==> config.mk <==
export PLATFORM = sky130hd
export DESIGN_NAME = yuv_red_green_hue_ratio
export DESIGN_NICKNAME = d
export VERILOG_FILES = /design/src/design/yrg_pkg.sv /design/src/design/yuv_red_green_hue_ratio.sv /design/src/design/yrg_div.sv
export SDC_FILE = /design/constraint.sdc
export NUM_CORES = 1
export LEC_CHECK = 0
export ABC_AREA = 1
export BUFFER_PORTS_ARGS = -buffer_cell sky130_fd_sc_hd__buf_2
export CAP_MARGIN = 20
export CORE_ASPECT_RATIO = 0.75
export CORE_MARGIN = 2
export CORE_UTILIZATION = 35
export CTS_BUF_LIST = sky130_fd_sc_hd__clkbuf_8 sky130_fd_sc_hd__clkbuf_16
export CTS_CLUSTER_DIAMETER = 200
export DETAILED_ROUTE_END_ITERATION = 12
export GPL_TIMING_DRIVEN = 0
export MAX_ROUTING_LAYER = met4
export PLACE_DENSITY = 0.49
export SYNTH_ARGS = -nofsm -noshare
export SYNTH_HDL_FRONTEND = slang
export SYNTH_HIERARCHICAL = 1
export SYNTH_SLANG_ARGS = --single-unit
==> constraint.sdc <==
create_clock -name clk_i -period 8.1 [get_ports clk_i]
set_input_delay 1.215 -clock clk_i [delete_from_list [all_inputs] [get_ports clk_i]]
set_output_delay 1.215 -clock clk_i [all_outputs]
set_load 0.1 [all_outputs]
==> src/design/yrg_pkg.sv <==
`default_nettype none
// ----------------------------------------------------------------------------
// yrg_pkg
// shared types and constants for the red/green hue ratio block
// ----------------------------------------------------------------------------
package yrg_pkg;

  // pixel layouts of the format register; code 3 is unused
  typedef enum logic [1:0] {
    FmtYuyv   = 2'd0,
    FmtY1vy0u = 2'd1,
    Fmt444    = 2'd2
  } pix_fmt_e;

  localparam int unsigned FracBits = 15;
  localparam int unsigned SumW     = 26;   // signed q15 sums of one colour
  localparam int unsigned HueW     = 8;

  localparam logic [7:0] ChromaMid = 8'd128;
  localparam logic signed [17:0] CoefRCr = 18'sd45941;
  localparam logic signed [17:0] CoefGCb = -18'sd11277;
  localparam logic signed [17:0] CoefGCr = -18'sd23401;
  localparam logic [SumW-1:0] RoundHalf = SumW'(1 << (FracBits - 1));
  localparam logic [HueW-1:0] HueSat = 8'd255;

  // divider: quotient bits resolved in each pipeline stage
  localparam int unsigned DivBitsPerStage = 2;
  localparam int unsigned DivStages       = HueW / DivBitsPerStage;

  // sideband that travels with each pixel beat
  typedef struct packed {
    logic last;   // final hue of the input group
    logic sat;    // red not above green, hue forced to 255
  } beat_tag_t;

endpackage : yrg_pkg
`default_nettype wire

==> src/design/yuv_red_green_hue_ratio.sv <==
`default_nettype none
// ----------------------------------------------------------------------------
// yuv_red_green_hue_ratio
// green over red ratio of bt.601 fixed point colour, from packed yuv groups
// ----------------------------------------------------------------------------
// One beat on start_i carries a four-byte pixel group; it is taken at a rising
// edge where start_i is high and busy_o low. Each luma sample of the group
// gives one hue on hue_o, shown for exactly one cycle with valid_o high, and
// last_of_item_o marks the final hue of the group. Results cannot be held off:
// the receiver must take every one. A 4:4:4 group gives one hue and the block
// takes a new group every cycle. A YUYV or Y1VY0U group gives two hues, one
// per cycle through the single pixel lane, so busy_o rises for the cycle
// after such a group is taken and no new group is taken in that cycle.
// Groups taken while the format register holds the unused code are dropped
// without results. From the taking edge the first hue passes the input,
// multiply, sum and clamp registers, four divider stages and the output
// register. Write cfg_we_i only while no group is in flight.
// ----------------------------------------------------------------------------
module yuv_red_green_hue_ratio
  import yrg_pkg::*;
(
  input  wire logic            clk_i,
  input  wire logic            rst_ni,
  input  wire logic            start_i,
  output logic                 busy_o,
  input  wire logic [7:0]      byte_0_i,
  input  wire logic [7:0]      byte_1_i,
  input  wire logic [7:0]      byte_2_i,
  input  wire logic [7:0]      byte_3_i,
  input  wire logic            cfg_we_i,
  input  wire logic [1:0]      cfg_data_i,
  output logic                 valid_o,
  output logic [HueW-1:0]      hue_o,
  output logic                 last_of_item_o
);

  // format register
  logic [1:0] fmt_q;

  always_ff @(posedge clk_i or negedge rst_ni) begin
    if (!rst_ni) begin
      fmt_q <= FmtYuyv;
    end else if (cfg_we_i) begin
      fmt_q <= cfg_data_i;
    end
  end

  // ---------------------------------------------------------------------------
  // splitter: first pixel goes straight in, second of a pair is held and follows in the next cycle
  // ---------------------------------------------------------------------------
  logic       accept;
  logic       pend_q, pend_d;
  logic [7:0] pend_y_q, pend_cb_q, pend_cr_q;
  logic [7:0] a_y, a_cb, a_cr, b_y;
  logic       a_ok, a_last, is_pair;

  assign accept = start_i && !busy_o;
  assign busy_o = pend_q;

  always_comb begin
    a_y     = byte_0_i;
    a_cb    = byte_1_i;
    a_cr    = byte_3_i;
    b_y     = byte_2_i;
    a_ok    = 1'b1;
    a_last  = 1'b0;
    is_pair = 1'b0;
    unique case (fmt_q)
      FmtYuyv: begin
        is_pair = 1'b1;
      end
      FmtY1vy0u: begin
        a_y     = byte_2_i;
        a_cb    = byte_3_i;
        a_cr    = byte_1_i;
        b_y     = byte_0_i;
        is_pair = 1'b1;
      end
      Fmt444: begin
        a_cr   = byte_2_i;
        a_last = 1'b1;
      end
      default: begin
        // unused code: group is dropped
        a_ok = 1'b0;
      end
    endcase
  end

  assign pend_d = accept && is_pair;

  // ---------------------------------------------------------------------------
  // stage 1: pixel register
  // ---------------------------------------------------------------------------
  logic       s1_valid_q, s1_last_q;
  logic [7:0] s1_y_q, s1_cb_q, s1_cr_q;

  always_ff @(posedge clk_i or negedge rst_ni) begin
    if (!rst_ni) begin
      pend_q     <= 1'b0;
      s1_valid_q <= 1'b0;
    end else begin
      pend_q     <= pend_d;
      s1_valid_q <= pend_q || (accept && a_ok);
    end
  end

  always_ff @(posedge clk_i) begin
    if (pend_d) begin
      pend_y_q  <= b_y;
      pend_cb_q <= a_cb;
      pend_cr_q <= a_cr;
    end
    if (pend_q) begin
      s1_y_q    <= pend_y_q;
      s1_cb_q   <= pend_cb_q;
      s1_cr_q   <= pend_cr_q;
      s1_last_q <= 1'b1;
    end else begin
      s1_y_q    <= a_y;
      s1_cb_q   <= a_cb;
      s1_cr_q   <= a_cr;
      s1_last_q <= a_last;
    end
  end

  // ---------------------------------------------------------------------------
  // stage 2: chroma products
  // ---------------------------------------------------------------------------
  logic signed [7:0] dcb, dcr;
  logic            s2_valid_q, s2_last_q;
  logic [7:0]      s2_y_q;
  logic [SumW-1:0] s2_pr_q, s2_pgb_q, s2_pgr_q;

  // offset chroma, -128..127
  assign dcb = signed'(8'(s1_cb_q - ChromaMid));
  assign dcr = signed'(8'(s1_cr_q - ChromaMid));

  always_ff @(posedge clk_i or negedge rst_ni) begin
    if (!rst_ni) begin
      s2_valid_q <= 1'b0;
    end else begin
      s2_valid_q <= s1_valid_q;
    end
  end

  always_ff @(posedge clk_i) begin
    s2_last_q <= s1_last_q;
    s2_y_q    <= s1_y_q;
    s2_pr_q   <= SumW'(SumW'(dcr) * SumW'(CoefRCr));
    s2_pgb_q  <= SumW'(SumW'(dcb) * SumW'(CoefGCb));
    s2_pgr_q  <= SumW'(SumW'(dcr) * SumW'(CoefGCr));
  end

  // ---------------------------------------------------------------------------
  // stage 3: sums, round to nearest, clamp to a byte
  // ---------------------------------------------------------------------------
  // arithmetic shift floors; negative goes to 0, above 255 to 255
  function automatic logic [7:0] round_clamp(input logic [SumW-1:0] sum);
    logic [SumW-FracBits-1:0] v;
    v = sum[SumW-1:FracBits];
    if (v[SumW-FracBits-1]) begin
      return 8'd0;
    end else if (v[SumW-FracBits-2:8] != '0) begin
      return 8'd255;
    end
    return v[7:0];
  endfunction

  logic [SumW-1:0] base, sum_r, sum_g;
  logic            s3_valid_q, s3_last_q;
  logic [7:0]      s3_r_q, s3_g_q;

  assign base  = SumW'({s2_y_q, {FracBits{1'b0}}});
  assign sum_r = base + s2_pr_q + RoundHalf;
  assign sum_g = base + s2_pgb_q + s2_pgr_q + RoundHalf;

  always_ff @(posedge clk_i or negedge rst_ni) begin
    if (!rst_ni) begin
      s3_valid_q <= 1'b0;
    end else begin
      s3_valid_q <= s2_valid_q;
    end
  end

  always_ff @(posedge clk_i) begin
    s3_last_q <= s2_last_q;
    s3_r_q    <= round_clamp(sum_r);
    s3_g_q    <= round_clamp(sum_g);
  end

  // ---------------------------------------------------------------------------
  // stages 4 to 7: ratio g*256/r in the divider pipe
  // ---------------------------------------------------------------------------
  beat_tag_t       div_tag_in, div_tag_out;
  logic            div_valid;
  logic [HueW-1:0] div_quo;

  assign div_tag_in.last = s3_last_q;
  assign div_tag_in.sat  = (s3_r_q <= s3_g_q);

  yrg_div u_div (
    .clk_i   (clk_i),
    .rst_ni  (rst_ni),
    .valid_i (s3_valid_q),
    .tag_i   (div_tag_in),
    .num_i   (s3_g_q),
    .den_i   (s3_r_q),
    .valid_o (div_valid),
    .tag_o   (div_tag_out),
    .quo_o   (div_quo)
  );

  // ---------------------------------------------------------------------------
  // output register: one hue beat per cycle
  // ---------------------------------------------------------------------------
  logic            out_valid_q, out_last_q;
  logic [HueW-1:0] out_hue_q;

  always_ff @(posedge clk_i or negedge rst_ni) begin
    if (!rst_ni) begin
      out_valid_q <= 1'b0;
    end else begin
      out_valid_q <= div_valid;
    end
  end

  always_ff @(posedge clk_i) begin
    out_last_q <= div_tag_out.last;
    out_hue_q  <= div_tag_out.sat ? HueSat : div_quo;
  end

  assign valid_o        = out_valid_q;
  assign hue_o          = out_hue_q;
  assign last_of_item_o = out_last_q;

endmodule : yuv_red_green_hue_ratio
`default_nettype wire

==> src/design/yrg_div.sv <==
`default_nettype none
// ----------------------------------------------------------------------------
// yrg_div
// pipelined restoring divider, floor(num*256/den) for num below den
// ----------------------------------------------------------------------------
module yrg_div
  import yrg_pkg::*;
(
  input  wire logic            clk_i,
  input  wire logic            rst_ni,
  input  wire logic            valid_i,
  input  wire beat_tag_t       tag_i,
  input  wire logic [HueW-1:0] num_i,
  input  wire logic [HueW-1:0] den_i,
  output logic                 valid_o,
  output beat_tag_t            tag_o,
  output logic [HueW-1:0]      quo_o
);

  logic            valid_q [DivStages];
  beat_tag_t       tag_q   [DivStages];
  logic [HueW-1:0] rem_q   [DivStages];
  logic [HueW-1:0] den_q   [DivStages];
  logic [HueW-1:0] quo_q   [DivStages];

  // DivBitsPerStage shift-subtract steps; remainder stays below den when num < den
  function automatic logic [HueW+DivBitsPerStage-1:0] div_steps(
    input logic [HueW-1:0] rem,
    input logic [HueW-1:0] den
  );
    logic [HueW:0]            t;
    logic [HueW-1:0]          r;
    logic [DivBitsPerStage-1:0] q;
    r = rem;
    q = '0;
    for (int i = 0; i < DivBitsPerStage; i++) begin
      t = {r, 1'b0};
      if (t >= {1'b0, den}) begin
        t = t - {1'b0, den};
        q[DivBitsPerStage-1-i] = 1'b1;
      end
      r = t[HueW-1:0];
    end
    return {r, q};
  endfunction

  logic [HueW+DivBitsPerStage-1:0] step_res [DivStages];

  always_comb begin
    step_res[0] = div_steps(num_i, den_i);
    for (int s = 1; s < DivStages; s++) begin
      step_res[s] = div_steps(rem_q[s-1], den_q[s-1]);
    end
  end

  always_ff @(posedge clk_i or negedge rst_ni) begin
    if (!rst_ni) begin
      for (int s = 0; s < DivStages; s++) begin
        valid_q[s] <= 1'b0;
      end
    end else begin
      valid_q[0] <= valid_i;
      for (int s = 1; s < DivStages; s++) begin
        valid_q[s] <= valid_q[s-1];
      end
    end
  end

  always_ff @(posedge clk_i) begin
    tag_q[0] <= tag_i;
    den_q[0] <= den_i;
    rem_q[0] <= step_res[0][HueW+DivBitsPerStage-1:DivBitsPerStage];
    quo_q[0] <= HueW'(step_res[0][DivBitsPerStage-1:0]);
    for (int s = 1; s < DivStages; s++) begin
      tag_q[s] <= tag_q[s-1];
      den_q[s] <= den_q[s-1];
      rem_q[s] <= step_res[s][HueW+DivBitsPerStage-1:DivBitsPerStage];
      quo_q[s] <= {quo_q[s-1][HueW-DivBitsPerStage-1:0],
                   step_res[s][DivBitsPerStage-1:0]};
    end
  end

  assign valid_o = valid_q[DivStages-1];
  assign tag_o   = tag_q[DivStages-1];
  assign quo_o   = quo_q[DivStages-1];

endmodule : yrg_div
`default_nettype wire

==> results.toml <==
[setup_path]
ff2ff_path_depth = 18
cp_num_buf_inv = 4
endpoint_kind = "flip-flop"
cp_max_fo = 10
critical_path_arrival_ns = 5.42
crit_path_start_kind = "flip-flop"
crit_path_end = "s2_pr_q[18]"
crit_type = "reg -> reg"
cp.depth = 18
max_stage_delay_ns = 0.74
path_cells = "inv_1 -> fa_1 -> inv_1 -> fa_1 -> fa_1 -> inv_1 -> fa_1 -> inv_1 -> ha_1 -> nand2_1 -> nor2_1 -> nand4_1 -> nor2_1 -> nor2_1 -> o21bai_1 -> nand2_1 -> nand3_1 -> nand2_1"
slowest_stage = "dfxtp_1"
reg2reg_slack_ns = 3.12
reg2reg_to = "s2_pr_q[18]"
critPathTopFamily = "adder cells"
critPathLaunch = "s1_cr_q[5]"
rr_startpoint = "s1_cr_q[5]"
crit_required_ns = 8.54

[logic_synthesis]
synth.area.top_cells = "dfxtp_1 (20%), ha_1 (18%), fa_1 (13%)"
syn_area_um2 = 19400
synth_most_common_cell = "nand2_1"
synthFlopType = "dfxtp_1"
syn_area_per_cell_um2 = 7.94
yosys.area.top_type_share = 0.200
syn-num-nets = 2888
ys_ff_latch = 229
synth_top_area_cell = "dfxtp_1"
yosysSeqAreaShare = 0.251
yosysWarnings = 6
synthTopCellsByCount = "nand2_1 (581), inv_1 (456), ha_1 (279), dfxtp_1 (194), nor2_1 (137)"
synth_cells = 2449
yosysUniqueCellTypes = 49
synth_edf_count = 24
async_flop_share = 0.0480

[global_routing]
grt_pass1_wl_mm = 82.0
grt_antenna_before_repair = 1
gr-total-overflow = 0
grt_pass1_vias = 15000
grt_max_degree = 18
grtUsageTotal = 0.182

[timing]
finClkSkew_ns = 0.0267
fin_tns_setup_ns = 0
max_freq_ghz = 0.201
finalCritPeriodShare = 0.615
slew_headroom = 0.379
hold_viol = 0
finalMaxSlewViolations = 0
rsz0062_at_grt = "no"
setup_ws_ns = 3.12
tightest_slew_ns = 0.922
min_period_ns = 4.98
finalSetupViolations = 0

[detailed_routing]
wl_per_cell_um = 15.2
antenna_left = 0
drt_drc_violations_left = 0
vias = 15300
firstDrtPassIters = 5
viasPerCell = 4.67
wl_mm = 49.7
drt_iter0_markers = 1005

[die]
rows = 74
fp.dieW_um = 276
dieArea_um2 = 57500
ioPinCount = 49
coreArea_um2 = 54600
die_h_um = 208
start_util = 0.356

[clock_tree]
clock_path_buffers = 3
root_buffer = "clkbuf_16"
cts_tree = "yes"
cts_resized = 0
post_cts_buffers = 0
cts_sinks = 229
clk_pin_slew_worst_paths_ns = 0.06
cts_hold_buf = 0
numCtsBuffers = 27
clkLatencyLatePin_ns = 0.56
htree_levels = 1

[hold_path]
whs_path_depth = 0
hold_class = "reg -> reg"

[final_layout]
diodes = 0
drive_above_1_share = 0.0832
area_growth_pct = 10.5
fillerInstances = 5623
nets = 2966
postLayoutCellArea_um2 = 21500

[place]
dp_hpwl_mm = 42.3
numPortBuffers = 48
dpl_worst_slack_ns = 3.13
gp_congestion = 0.903
dpl_cell_area_um2 = 20600

[run_status]
status = "completed"

[run]
max_cap_violations = 0
==> layer usage <==
layer	vias up	global-route usage	wire (µm)
li1	7892	-	-
met1	7058	0.298	28800
met2	291	0.235	18000
met3	37	0.0223	2240
met4	0	0.0245	556
met5	-	-	0
==> registers in the layout, indices dropped and copies added (netlist names), 3 cells and up <==
name and count:
u_div/rem_q 24, s1_cb_q 8, s2_pgb_q 23, s2_y_q 8, s1_cr_q 8, s3_r_q 8, s1_y_q 8, pend_y_q 8
u_div/quo_q 20, u_div/tag_q 8, u_div/valid_q 3, u_div/den_q 24, s2_pgr_q 24, hue_o 8, pend_cb_q 8, s2_pr_q 11
s3_g_q 8, pend_cr_q 8
==> cell families after synthesis <==
kind of cell / Yosys count / share of synthesized area
AOI/OAI and AO/OA: 245 / 0.0727
buffers and inverters: 489 / 0.0948
DFF: 229 / 0.251
adders and majority gates: 401 / 0.305
xor gates and xnor gates: 95 / 0.0428
and+or+nand+nor: 990 / 0.233
==> through the flow <==
step / hold WS [ns] / utilization / std cells
after floorplan: 0.310 / - / 2449
after global placement: 0.310 / 0.377 / 3219
after detailed placement: 0.312 / 0.377 / 3220
after CTS: 0.325 / 0.393 / 3270
after global routing: 0.330 / 0.393 / 3270
final: 0.325 / 0.393 / 3270
==> cell usage in the layout, fill, tap and decap left out, drive strengths merged, types with 50 or more instances in the layout <==
master / synthesis / routed
nand3: 130 / 130
dfxtp: 194 / 194
nor2: 155 / 155
nand2: 625 / 625
xor2: 65 / 65
fa: 122 / 122
inv: 470 / 480
ha: 279 / 279
a21oi: 130 / 130
buf: 1 / 50
==> worst register-to-register path, stage by stage (launching register included) <==
cell,delay [ns]
dfxtp_1,0.74
inv_1,0.33
fa_1,0.55
inv_1,0.15
fa_1,0.45
fa_1,0.53
inv_1,0.06
fa_1,0.54
inv_1,0.05
ha_1,0.31
nand2_1,0.07
nor2_1,0.13
nand4_1,0.10
nor2_1,0.23
nor2_1,0.11
o21bai_1,0.26
nand2_1,0.12
nand3_1,0.08
nand2_1,0.06
==> how the worst min path moves through the flow <==
| stage | from | endpoint | slack [ns] |
|---|---|---|---|
| after detailed placement | s1_last_q | s2_last_q | 0.31 |
| after CTS | u_div/tag_q[1][0] | u_div/tag_q[2][0] | 0.32 |
| after global routing | u_div/quo_q[2][0] | u_div/quo_q[3][2] | 0.33 |
| final | s1_last_q | s2_last_q | 0.33 |
| after global placement | s3_last_q | u_div/tag_q[0][1] | 0.31 |
| after floorplan | u_div/tag_q[3][1] | last_of_item_o | 0.31 |
==> cell type report <==
class,count,area (µm²),share of cell area
inverters,474,1790,0.0831
clock buffers,30,717,0.0334
plain buffers,15,57.6,0.00268
well taps,722,903,0.0420
clock inverters,20,160,0.00745
multi-input cells,1731,12700,0.592
flip-flops and latches,229,4880,0.227
repair buffers,49,268,0.0125
Power is left out: the tool's default activity adds up to more than one toggle a clock period on the data nets, which glitch-free logic cannot reach.
